$ cat src/hw/rtl/lks_pkg.sv
// Package for the LFSR keystream scrambler: header and seed masks, widths,
// the seed builder and the unrolled triple clock of the 24-bit LFSR.
// No dependencies.
`timescale 1ns / 1ps
`default_nettype none

package lks_pkg;

  localparam int KEY_LENGTH = 100;
  localparam int CLOCKS_PER_TRIPLE = 24;
  localparam int KIDX_W = $clog2(KEY_LENGTH);

  localparam logic [7:0] HDR_MASK_1 = 8'h42;
  localparam logic [7:0] HDR_MASK_2 = 8'h53;
  localparam logic [7:0] SEED_MASK_A = 8'h53;
  localparam logic [7:0] SEED_MASK_B = 8'h55;
  localparam logic [7:0] SEED_MASK_C = 8'h4E;

  typedef logic [KIDX_W-1:0] kidx_t;
  typedef logic [23:0] lfsr_t;

  // Byte position in the region, saturating once the payload is reached.
  typedef enum logic [1:0] {
    POS_VERSION = 2'd0,
    POS_HDR1    = 2'd1,
    POS_HDR2    = 2'd2,
    POS_PAYLOAD = 2'd3
  } pos_t;

  // Byte lane of the current LFSR state that feeds the keystream.
  typedef enum logic [1:0] {
    LANE_A = 2'd0,
    LANE_B = 2'd1,
    LANE_C = 2'd2
  } lane_t;

  typedef struct packed {
    logic  load;
    logic  clear_index;
    logic  advance;
    lfsr_t seed;
  } kgen_ctrl_t;

  function automatic lfsr_t make_seed(input logic [3:0] t1, input logic [3:0] t2,
                                      input logic [3:0] t3, input logic [3:0] t4);
    logic [7:0] a;
    logic [7:0] b;
    logic [7:0] c;
    a = {t1, t2} ^ SEED_MASK_A;
    b = {t3, t4} ^ SEED_MASK_B;
    c = {t3, t2} ^ SEED_MASK_C;
    return {a, b, c};
  endfunction

  function automatic lfsr_t clock_triple(input lfsr_t s_in);
    lfsr_t s;
    logic  fb;
    s = s_in;
    for (int i = 0; i < CLOCKS_PER_TRIPLE; i++) begin
      fb = s[0] ^ s[17] ^ s[22] ^ s[23];
      s = {fb, s[23:1]};
    end
    return s;
  endfunction

endpackage

`default_nettype wire

$ cat src/hw/rtl/lks_if.sv
// Valid/ready channel interfaces for the scrambler input and result streams.
// No dependencies.
`timescale 1ns / 1ps
`default_nettype none

interface lks_in_if;
  logic        valid;
  logic        ready;
  logic [7:0]  data_in;
  logic        last;
  logic        mode;
  logic [11:0] seed;

  modport source (output valid, data_in, last, mode, seed, input ready);
  modport sink (input valid, data_in, last, mode, seed, output ready);
endinterface

interface lks_out_if;
  logic       valid;
  logic       ready;
  logic [7:0] data_out;
  logic       key_ok;
  logic       last_out;

  modport source (output valid, data_out, key_ok, last_out, input ready);
  modport sink (input valid, data_out, key_ok, last_out, output ready);
endinterface

`default_nettype wire

$ cat src/hw/rtl/lks_keygen.sv
// Keystream generator: seed register, LFSR state and keystream index.
// Depends on lks_pkg.
`timescale 1ns / 1ps
`default_nettype none

module lks_keygen (
  input  wire logic               clk,
  input  wire logic               rst,
  input  wire lks_pkg::kgen_ctrl_t ctrl,
  output lks_pkg::lfsr_t          seed_reg,
  output logic [7:0]              key_byte
);
  import lks_pkg::*;

  lfsr_t lfsr;
  kidx_t key_index;
  lane_t lane;

  always_comb begin
    unique case (lane)
      LANE_A:  key_byte = lfsr[23:16];
      LANE_B:  key_byte = lfsr[15:8];
      LANE_C:  key_byte = lfsr[7:0];
      default: key_byte = lfsr[7:0];
    endcase
  end

  always_ff @(posedge clk) begin
    if (rst) begin
      seed_reg  <= '0;
      lfsr      <= '0;
      key_index <= '0;
      lane      <= LANE_A;
    end else begin
      if (ctrl.load) begin
        seed_reg <= ctrl.seed;
        lfsr     <= ctrl.seed;
      end
      if (ctrl.clear_index) begin
        key_index <= '0;
        lane      <= LANE_A;
      end else if (ctrl.advance) begin
        if (key_index == kidx_t'(KEY_LENGTH - 1)) begin
          key_index <= '0;
          lane      <= LANE_A;
          lfsr      <= seed_reg;
        end else begin
          key_index <= key_index + kidx_t'(1);
          unique case (lane)
            LANE_A:  lane <= LANE_B;
            LANE_B:  lane <= LANE_C;
            default: begin
              lane <= LANE_A;
              lfsr <= clock_triple(lfsr);
            end
          endcase
        end
      end
    end
  end

endmodule

`default_nettype wire

$ cat src/hw/rtl/lfsr_keystream_scrambler.sv
// Top level of the LFSR keystream scrambler: header handling, key check and
// the result register. Depends on lks_pkg, lks_if and lks_keygen.
// A result is registered and is valid in the cycle after its input transfer.
// Throughput: one byte per cycle; the 24 LFSR shift steps per key triple are
// unrolled XOR logic in the keystream generator, and a held result stalls input.
// Reset clears the byte position, key check, mode and keystream state.
`timescale 1ns / 1ps
`default_nettype none

module lfsr_keystream_scrambler (
  input wire logic clk,
  input wire logic rst,
  lks_in_if.sink   in_chan,
  lks_out_if.source out_chan
);
  import lks_pkg::*;

  pos_t       pos;
  logic       packet_mode;
  logic       check_passed;
  logic [7:0] first_hdr;

  logic       out_valid;
  logic [7:0] out_data;
  logic       out_key_ok;
  logic       out_last;

  kgen_ctrl_t kctrl;
  lfsr_t      seed_reg;
  logic [7:0] key_byte;

  logic       accept;
  logic       mode_next;
  logic       check_next;
  logic [7:0] res_next;
  logic [7:0] j2;

  lks_keygen u_keygen (
    .clk      (clk),
    .rst      (rst),
    .ctrl     (kctrl),
    .seed_reg (seed_reg),
    .key_byte (key_byte)
  );

  assign in_chan.ready     = !out_valid || out_chan.ready;
  assign accept            = in_chan.valid && in_chan.ready;
  assign out_chan.valid    = out_valid;
  assign out_chan.data_out = out_data;
  assign out_chan.key_ok   = out_key_ok;
  assign out_chan.last_out = out_last;
  assign j2                = in_chan.data_in ^ HDR_MASK_2;

  always_comb begin
    mode_next   = packet_mode;
    check_next  = check_passed;
    res_next    = in_chan.data_in;
    kctrl       = '0;
    kctrl.seed  = make_seed(in_chan.seed[11:8], in_chan.seed[7:4], in_chan.seed[3:0],
                            in_chan.seed[7:4] ^ 4'd1);
    unique case (pos)
      POS_VERSION: begin
        mode_next         = in_chan.mode;
        check_next        = in_chan.mode;
        kctrl.clear_index = 1'b1;
        kctrl.load        = in_chan.mode;
      end
      POS_HDR1: begin
        if (packet_mode) begin
          res_next = seed_reg[23:16] ^ SEED_MASK_A ^ HDR_MASK_1;
        end
      end
      POS_HDR2: begin
        kctrl.clear_index = 1'b1;
        if (packet_mode) begin
          res_next = seed_reg[15:8] ^ SEED_MASK_B ^ HDR_MASK_2;
        end else begin
          kctrl.seed = make_seed(first_hdr[7:4], first_hdr[3:0], j2[7:4], j2[3:0]);
          check_next = (j2[3:0] == (first_hdr[3:0] ^ 4'd1));
          kctrl.load = check_next;
        end
      end
      default: begin
        if (check_passed) begin
          res_next      = in_chan.data_in ^ key_byte;
          kctrl.advance = 1'b1;
        end
      end
    endcase
    if (!accept) begin
      kctrl.load        = 1'b0;
      kctrl.clear_index = 1'b0;
      kctrl.advance     = 1'b0;
    end
  end

  always_ff @(posedge clk) begin
    if (rst) begin
      pos          <= POS_VERSION;
      packet_mode  <= 1'b0;
      check_passed <= 1'b0;
      first_hdr    <= '0;
      out_valid    <= 1'b0;
    end else begin
      if (accept) begin
        packet_mode  <= mode_next;
        check_passed <= check_next;
        if (pos == POS_HDR1 && !packet_mode) begin
          first_hdr <= in_chan.data_in ^ HDR_MASK_1;
        end
        if (in_chan.last) begin
          pos <= POS_VERSION;
        end else begin
          unique case (pos)
            POS_VERSION: pos <= POS_HDR1;
            POS_HDR1:    pos <= POS_HDR2;
            default:     pos <= POS_PAYLOAD;
          endcase
        end
        out_valid <= 1'b1;
      end else if (out_chan.ready) begin
        out_valid <= 1'b0;
      end
    end
  end

  always_ff @(posedge clk) begin
    if (accept) begin
      out_data   <= res_next;
      out_key_ok <= check_next;
      out_last   <= in_chan.last;
    end
  end

endmodule

`default_nettype wire

$ cat src/flat_wrapper.sv
// flat-port wrapper written by rule: the top's interface ports become plain ports
module lfsr_keystream_scrambler_flat import lks_pkg::*;
  (clk, rst, in_chan_valid, in_chan_data_in, in_chan_last, in_chan_mode, in_chan_seed, in_chan_ready, out_chan_valid, out_chan_data_out, out_chan_key_ok, out_chan_last_out, out_chan_ready);
  lks_in_if in_chan_i ();
  lks_out_if out_chan_i ();
  input wire logic clk;
  input wire logic rst;
  input wire logic [$bits(in_chan_i.valid)-1:0] in_chan_valid;
  input wire logic [$bits(in_chan_i.data_in)-1:0] in_chan_data_in;
  input wire logic [$bits(in_chan_i.last)-1:0] in_chan_last;
  input wire logic [$bits(in_chan_i.mode)-1:0] in_chan_mode;
  input wire logic [$bits(in_chan_i.seed)-1:0] in_chan_seed;
  output wire logic [$bits(in_chan_i.ready)-1:0] in_chan_ready;
  output wire logic [$bits(out_chan_i.valid)-1:0] out_chan_valid;
  output wire logic [$bits(out_chan_i.data_out)-1:0] out_chan_data_out;
  output wire logic [$bits(out_chan_i.key_ok)-1:0] out_chan_key_ok;
  output wire logic [$bits(out_chan_i.last_out)-1:0] out_chan_last_out;
  input wire logic [$bits(out_chan_i.ready)-1:0] out_chan_ready;
  assign in_chan_i.valid = in_chan_valid;
  assign in_chan_i.data_in = in_chan_data_in;
  assign in_chan_i.last = in_chan_last;
  assign in_chan_i.mode = in_chan_mode;
  assign in_chan_i.seed = in_chan_seed;
  assign in_chan_ready = in_chan_i.ready;
  assign out_chan_valid = out_chan_i.valid;
  assign out_chan_data_out = out_chan_i.data_out;
  assign out_chan_key_ok = out_chan_i.key_ok;
  assign out_chan_last_out = out_chan_i.last_out;
  assign out_chan_i.ready = out_chan_ready;
  lfsr_keystream_scrambler u_core (.clk(clk), .rst(rst), .in_chan(in_chan_i), .out_chan(out_chan_i));
endmodule
$ cat config.mk
export PLATFORM = sky130hd
export DESIGN_NAME = lfsr_keystream_scrambler_flat
export DESIGN_NICKNAME = d
export VERILOG_FILES = /design/src/hw/rtl/lks_pkg.sv /design/src/hw/rtl/lks_if.sv /design/src/hw/rtl/lks_keygen.sv /design/src/hw/rtl/lfsr_keystream_scrambler.sv /design/src/flat_wrapper.sv
export SDC_FILE = /design/constraint.sdc
export NUM_CORES = 1
export LEC_CHECK = 0
export BUFFER_PORTS_ARGS = -buffer_cell sky130_fd_sc_hd__buf_2
export CAP_MARGIN = 30
export CORE_MARGIN = 8
export CORE_UTILIZATION = 40
export CTS_CLUSTER_SIZE = 12
export DETAILED_ROUTE_END_ITERATION = 8
export PLACE_DENSITY_LB_ADDON = 0.2
export SETUP_SLACK_MARGIN = 0.4
export SLEW_MARGIN = 20
export SYNTH_ARGS = -nofsm -noshare
export SYNTH_HDL_FRONTEND = slang
export SYNTH_SLANG_ARGS = --single-unit
$ cat constraint.sdc
create_clock -name clk -period 6.2 [get_ports clk]
set_clock_uncertainty 0.1 [all_clocks]
set_input_delay 0.93 -clock clk [delete_from_list [all_inputs] [get_ports clk]]
set_output_delay 0.93 -clock clk [all_outputs]
set_load 0.03 [all_outputs]
# Word-level counts from Yosys, hierarchy flattened
# Index checks and enable logic that the tools add are counted.
word_totals:
  latchBits: 0
  out_inout_bits: 12
  memories: 0
  reg_bits: 80
  elab_cells: 144
  ramBits: 0
  romBits: 0
classes:
  div_mod_pow: 0
  mux: 26
  add_sub_neg: 1
  n_reduce_logical: 13
  bitwise: 87
  n_mul: 0
  n_eq_ne: 5
  n_lt_le_gt_ge: 0
  shifts: 0
op_table:
  columns: ["cell", "n"]
  rows:
  - ["$mux 24", 7]
  - ["$xor 1x1->1", 72]
  - ["$not 4->4", 10]
  - ["$mux 8", 3]
  - ["$pmux 8 s3", 1]
  - ["$pmux 8 s2", 1]
  - ["$pmux 2 s2", 3]
  - ["$xor 8x8->8", 1]
  - ["$add 7x1->7 const B", 1]
  - ["$eq 7x7->1 const B", 1]
  - ["$mux 7", 1]
  - ["$mux 1", 6]
  - ["$eq 2x1->1 const B", 2]
  - ["$eq 4x4->1", 1]
  - ["$logic_not 2->1", 2]
  - ["$mux 2", 2]
  - ["$not 2->2", 2]
  - ["$reduce_and 2->1", 2]
  - ["$reduce_or 2->1", 2]
  - ["$mux 3", 1]
  - ["$reduce_or 3->1", 1]
  - ["$eq 2x2->1 const B", 1]
  - ["$logic_and 1x1->1", 2]
  - ["$logic_not 1->1", 2]
  - ["4 further kinds", 5]

# Longest topological paths before layout
depth:
  word_depth: 30
  mapped_depth: 11
  depth_no_buf: 7

# Hierarchy
# Synthesis repeated with hierarchy kept, for this count alone.
unflattened:
  cells_unflattened: 603
  hier_area_um2: 5446.5
modules_own_cells:
  columns: ["mod", "cells_each", "area_each_um2", "instances", "seq_area_each_um2"]
  rows:
  - ["lks_keygen", 419, 3988.8, 1, 1141.1]
  - ["lfsr_keystream_scrambler", 184, 1457.6, 1, 560.5]

# Worst setup path before layout
# No wires, ideal clock.
synth_timing:
  kind: "input -> register"
  from: "input port out_chan_ready"
  to: "register u_core.u_keygen.lfsr[14]"
  n_path_buf: 1
  arrival_time_ns: 2.794
  slack_ns: 3.202
  stages: 8
  setup_ns: 0.103
  path_cell_list: "nand2b_1 nand2_1 inv_2 nand2b_1 clkbuf_1 a211oi_1 o32ai_1 a2111oi_2"
synth_between:
  elab_chain_cells: 8
synth_lines:
  columns: ["item", "line", "text"]
  rows:
  - ["from (decl)", "flat_wrapper.sv:18", "input wire logic [$bits(out_chan_i.ready)-1:0] out_chan_ready;"]
  - ["$logic_or 1x1->1 *", "lfsr_keystream_scrambler.sv:46", "assign in_chan.ready = !out_valid || out_chan.ready;"]
  - ["$logic_and 1x1->1 *", "lfsr_keystream_scrambler.sv:47", "assign accept = in_chan.valid && in_chan.ready;"]
  - ["named net u_core.accept", "lfsr_keystream_scrambler.sv:32", "logic accept;"]
  - ["$mux 3 *", "lfsr_keystream_scrambler.sv:90", "if (!accept) begin"]
  - ["$mux 24", "lks_keygen.sv:35", "if (ctrl.load) begin"]
  - ["$mux 24", "lks_keygen.sv:49", "unique case (lane)"]
  - ["$mux 24", "lks_keygen.sv:43", "if (key_index == kidx_t'(KEY_LENGTH - 1)) begin"]
  - ["$mux 24", "lks_keygen.sv:42", "end else if (ctrl.advance) begin"]
  - ["$mux 24 *", "lks_keygen.sv:39", "if (ctrl.clear_index) begin"]
  - ["to (signal assigned)", "lks_keygen.sv:37", "lfsr <= ctrl.seed;"]
  - ["to (signal assigned)", "lks_keygen.sv:46", "lfsr <= seed_reg;"]
  - ["to (signal assigned)", "lks_keygen.sv:54", "lfsr <= clock_triple(lfsr);"]
  - ["to (decl)", "lks_keygen.sv:15", "lfsr_t lfsr;"]
# The timed path passes the listed nets; every way through them passes the cells marked *.
# A chain may end at the register's enable or synchronous reset.

# Worst setup path in the final report
layout_timing:
  from: "register u_core.pos[1]"
  to: "register u_core.u_keygen.lfsr[14]"
layout_between:
  elab_chain_cells: 8
layout_lines:
  columns: ["item", "line", "text"]
  rows:
  - ["from (decl)", "lfsr_keystream_scrambler.sv:18", "pos_t pos;"]
  - ["from (signal assigned)", "lfsr_keystream_scrambler.sv:99", "pos <= POS_VERSION;"]
  - ["from (signal assigned)", "lfsr_keystream_scrambler.sv:112", "pos <= POS_VERSION;"]
  - ["from (signal assigned)", "lfsr_keystream_scrambler.sv:115", "POS_VERSION: pos <= POS_HDR1;"]
  - ["$eq 2x2->1 or $logic_not 2->1 (tied branches)", "lfsr_keystream_scrambler.sv:61", "unique case (pos)"]
  - ["$pmux 2 s2", "lfsr_keystream_scrambler.sv:61", null]
  - ["$mux 3", "lfsr_keystream_scrambler.sv:90", null]
  - ["$mux 24", "lks_keygen.sv:35", null]
  - ["$mux 24", "lks_keygen.sv:49", null]
  - ["$mux 24", "lks_keygen.sv:43", null]
  - ["$mux 24", "lks_keygen.sv:42", null]
  - ["$mux 24 *", "lks_keygen.sv:39", null]
# Mark *: on every way between the ends. The rest lies on a longest branch, timed or not.

==> metrics.sh <==
STATIC-LEAKAGE-POWER_uW=0.00216
TRITONCTS_CLOCK_TREE='yes'
CELLPOWERDENSITY_nW_PER_UM2=343
CP_ARRIVAL_PS=3910
CTS.REPAIR_TIMING.SETUP_BUFFER_COUNT=0
LAYOUT-AREA-OVERHEAD-VS-SYNTH_PCT=11.3
P_CLK_FRAC=0.273
DRC_ERRORS=0
FILLERS=1174
SHARE_SEQ_OF_TOTAL_POWER=0.299
REGAREA_UM2=1620
MOSTFREQUENTLAYOUTCELL='sky130_fd_sc_hd__nand2_1'
SYNTH-SEQ-CELLS=76
SYNTH-ASYNC-RESET-RATIO=0
WORST_R2R_ENDPOINT='u_core.u_keygen.lfsr[14]'
SYNTH_ENABLE_FLOP_CELLS=10
FINAL-SETUP-VIOL-COUNT=0
CLOCK_SINK_COUNT=76
LARGEST_REGISTER_FF_COUNT=24
DETAIL_ROUTE.WL_PER_CELL_UM=19.6
FRACTION_OF_LAYOUT_INSTANCES_USING_A_DRIVE_STRENGTH_ABOVE_1=0.131
TIMING.MAX_SLEW.REL_SLACK=0.474
LAYOUT_WORST_PATH_CYCLE_SHARE=0.609
NETSWITCHINGPOWER_uW=634
MULTI_INPUT_LOGIC_AREA_UM2=3110
SYN-CELL-AREA_UM2=4920
POST-ROUTE-UTIL=0.456
SYNTH.AVG_CELL_AREA_UM2=8.78
INSTANCES_NO_FILL=725
SYN_NETS=587
SUM_OF_OVERFLOW_ACROSS_ALL_LAYERS_AFTER_GLOBAL_ROUTING=0
FLOORPLAN.INITIALDENSITY=0.409
WORST_PATH_MAX_DELAY_CELL='sky130_fd_sc_hd__dfxtp_1'
FINALHOLDVIOLATIONS=0
SYNTH_SEQUENTIAL_AREA_RATIO=0.330
DRT_WL_TOTAL_UM=14200
MAX_CLOCK_FREQ_MHz=265
COMMONEST_REGISTER_CELL_AFTER_SYNTHESIS='sky130_fd_sc_hd__dfxtp_1'
WORSTPATHMAXFANOUT=17
LAYOUT_COMMON_CELLS='74 x sky130_fd_sc_hd__nand2_1, 66 x sky130_fd_sc_hd__dfxtp_1, 50 x sky130_fd_sc_hd__nor2_1, 40 x sky130_fd_sc_hd__xnor2_1, 39 x sky130_fd_sc_hd__a21oi_1'
FINALHOLDWORSTSLACK_PS=366
WORSTHOLDPATHTYPE='register to register'
DRT_FIRST_ITER_VIOLATIONS=303
RSZ0062_AT_GRT='no'
REG2REGPATHDEPTH=7
POST_SYNTH_NUM_CELL_TYPES=58
POSTCTSRESIZEDCELLS=0
YOSYSWARNINGS=0
GLOBALROUTETOTALUTIL=0.178
DESIGN.CORE.AREA_UM2=12000
WORST_SETUP_PATH_END_KIND='register'
ANTENNA_VIOLATING_NETS_POST_ROUTE=0
IOPINCOUNT=38
FLOORPLAN.DIE_AREA_UM2=16100
CLK_PIN_SLEW_WORST_PATHS_PS=60
NETS=600
VIAS=4214
FIRST_GLOBAL_VIAS=4046
POWER_REPORT.INTERNAL_TOTAL_uW=1240
LARGEST_NET_DEGREE_AT_THE_START_OF_GLOBAL_ROUTING=60
CRITICAL_PATH_REQUIRED_PS=6330
ROUTE.DETAILED.VIAS_PER_INST=5.81
VDD_IR_DROP_MAX_mV=0.139
WHS_ENDPOINT='u_core.u_keygen.seed_reg[2]'
DIE_WIDTH_UM=127
R2R_SETUP_SLACK_PS=2420
CLOCK_TREE.HTREE_LEVEL_COUNT=3
CRITICAL_PATH.STARTPOINT_TYPE='register'
TIGHTEST_SLEW_PS=769
INSTANCE_COUNT_ALONG_THE_MOST_CRITICAL_HOLD_PATH=2
PLACED_CELLS=707
GP_ROUTABILITY_CONGESTION=0.879
GRT_ANTENNA_BEFORE_REPAIR=0
PLACE.DETAILED.HPWL_UM=10400
CRITICAL_PATH_CELL_BY_CELL='or3b_1 > nor4_1 > a22oi_1 > nand2b_1 > a211oi_1 > o32ai_1 > a2111oi_2'
FIRSTDRTPASSITERS=5
R2R-START='u_core.pos[1]'
NUM_ANTENNA_CELLS=0
RESULT_OF_THE_RUN='finished, final reports clean'
IO_BUFFERS=37
HOLD_PATH.STARTPOINT='u_core.u_keygen.seed_reg[2]'
CTSLONGESTPATHBUFFERS=2
FINALWORSTPATHREQUIREDPERIOD_PS=3780
CRITICALPATHCATEGORY='register to register'
FINALSETUPTNS_PS=0
INSERTED_CLOCK_BUFFERS=9
POSTSYNTHCELLCOUNT=560
FINAL-MAX-SLEW-VIOLATION-COUNT=0
HOLDBUFCOUNTCTS=0
NUMBER_OF_ROWS_IN_THE_CORE_AREA=40
DIE_H_UM=127
CLOCK_INSERTION_DELAY_WORST_SKEW_PS=340
POWER.SWITCHING_FRACTION=0.338
SLOWEST_DELAY_PS=660
CLOCK_TREE.ROOT_CELL='sky130_fd_sc_hd__clkbuf_16'
MAX_CAP_VIOL_COUNT=0
COMBPWRFRAC=0.428
GLOBAL_ROUTE_WIRE_LENGTH_BEFORE_REPAIR_UM=22600
power groups by stage:
stage / logic [uW] / registers [uW] / clock network, uW
2_1_floorplan: 639 / 561 / 0
3_3_place_gp: 799 / 569 / 0
3_5_place_dp: 798 / 571 / 0
4_1_cts: 803 / 560 / 517
5_1_grt: 849 / 563 / 538
6_report: 804 / 561 / 512
cells in the mapped netlist, types with 2 or more instances:
| master | number | area share |
|---|---|---|
| sky130_fd_sc_hd__mux2i_1 | 17 | 0.035 |
| sky130_fd_sc_hd__clkbuf_1 | 32 | 0.024 |
| sky130_fd_sc_hd__a211o_1 | 2 | 0.0036 |
| sky130_fd_sc_hd__a21oi_1 | 39 | 0.040 |
| sky130_fd_sc_hd__o21bai_1 | 2 | 0.0031 |
| sky130_fd_sc_hd__xnor2_2 | 3 | 0.0099 |
| sky130_fd_sc_hd__nor2b_1 | 11 | 0.014 |
| sky130_fd_sc_hd__a221oi_1 | 9 | 0.016 |
| sky130_fd_sc_hd__xnor2_1 | 40 | 0.071 |
| sky130_fd_sc_hd__nor2_1 | 51 | 0.039 |
| sky130_fd_sc_hd__o22ai_1 | 12 | 0.015 |
| sky130_fd_sc_hd__xor2_1 | 30 | 0.053 |
| sky130_fd_sc_hd__inv_1 | 3 | 0.0023 |
| sky130_fd_sc_hd__xnor3_2 | 5 | 0.024 |
| sky130_fd_sc_hd__xnor3_1 | 14 | 0.064 |
| sky130_fd_sc_hd__nand3_1 | 10 | 0.010 |
| sky130_fd_sc_hd__a22oi_1 | 3 | 0.0046 |
| sky130_fd_sc_hd__inv_2 | 3 | 0.0023 |
| sky130_fd_sc_hd__a31oi_1 | 2 | 0.0025 |
| sky130_fd_sc_hd__buf_1 | 2 | 0.0015 |
| sky130_fd_sc_hd__o22a_1 | 2 | 0.0036 |
| sky130_fd_sc_hd__nand4_1 | 3 | 0.0038 |
| sky130_fd_sc_hd__o221ai_1 | 5 | 0.0089 |
| sky130_fd_sc_hd__and3_1 | 3 | 0.0038 |
| sky130_fd_sc_hd__edfxtp_1 | 10 | 0.061 |
| sky130_fd_sc_hd__xor3_1 | 5 | 0.024 |
| sky130_fd_sc_hd__dfxtp_1 | 66 | 0.27 |
| sky130_fd_sc_hd__and2_1 | 5 | 0.0064 |
| sky130_fd_sc_hd__o21ai_0 | 10 | 0.010 |
| sky130_fd_sc_hd__nor3_1 | 13 | 0.013 |
| sky130_fd_sc_hd__buf_2 | 6 | 0.0061 |
| sky130_fd_sc_hd__a211oi_1 | 6 | 0.0092 |
| sky130_fd_sc_hd__a21o_1 | 5 | 0.0076 |
| sky130_fd_sc_hd__nand2_1 | 74 | 0.056 |
| sky130_fd_sc_hd__nand2b_1 | 3 | 0.0038 |
| sky130_fd_sc_hd__o211ai_1 | 4 | 0.0061 |
| sky130_fd_sc_hd__o21ai_1 | 29 | 0.030 |
layer usage:
| layer | vias to the layer above | share of wire | GRT usage |
|---|---|---|---|
| met4 | 0 | 0.019 | 0.0560 |
| met5 | - | 0 | 0 |
| met3 | 24 | 0.056 | 0.0323 |
| li1 | 1983 | - | - |
| met2 | 156 | 0.46 | 0.282 |
| met1 | 2051 | 0.46 | 0.239 |
logic make-up (layout without fill, tap and decap cells):
group	count (synthesis)	count (layout)	share of synthesized area
buffers and inverters	48	66	0.0399
AND/OR/NAND/NOR	180	180	0.161
XOR/XNOR	98	98	0.252
flip-flops	76	76	0.330
multiplexers	18	18	0.0369
adder cells (fa/ha/maj)	1	1	0.00254
AO/OA/AOI/OAI	139	139	0.178
layout make-up:
type | instances | area share
Clock inverter | 5 | 0.00640
Tap cell | 147 | 0.0336
Sequential cell | 76 | 0.296
Timing Repair Buffer | 44 | 0.0455
Clock buffer | 11 | 0.0464
Multi-Input combinational cell | 436 | 0.568
Inverter | 6 | 0.00412
critical path, delay by kind of cell, from the launching register on:
kind	cells	cell delay (ps)
AO/OA/AOI/OAI	4	1380
flip-flops	1	660
AND/OR/NAND/NOR	3	1530
worst max path at each step:
stage                   startpoint                       end  slack, ps  depth (start not counted)
detailed placement   u_core.pos[1]  u_core.u_keygen.lfsr[14]       2190                          7
floorplan           out_chan_ready  u_core.u_keygen.lfsr[14]       3200                          8
global route         u_core.pos[1]  u_core.u_keygen.lfsr[14]       2300                          7
global placement     u_core.pos[1]  u_core.u_keygen.lfsr[14]       2370                          7
finish               u_core.pos[1]  u_core.u_keygen.lfsr[14]       2420                          7
CTS                  u_core.pos[1]  u_core.u_keygen.lfsr[14]       2150                          7
through the flow:
stage	setup slack, ps	cell area [um2]	power, uW
finish	2420	5470	1880
global placement	2370	5150	1370
global route	2300	5470	1950
detailed placement	2190	5160	1370
floorplan	3200	4920	1200
CTS	2150	5450	1880
(Power assumes the default switching activity.)
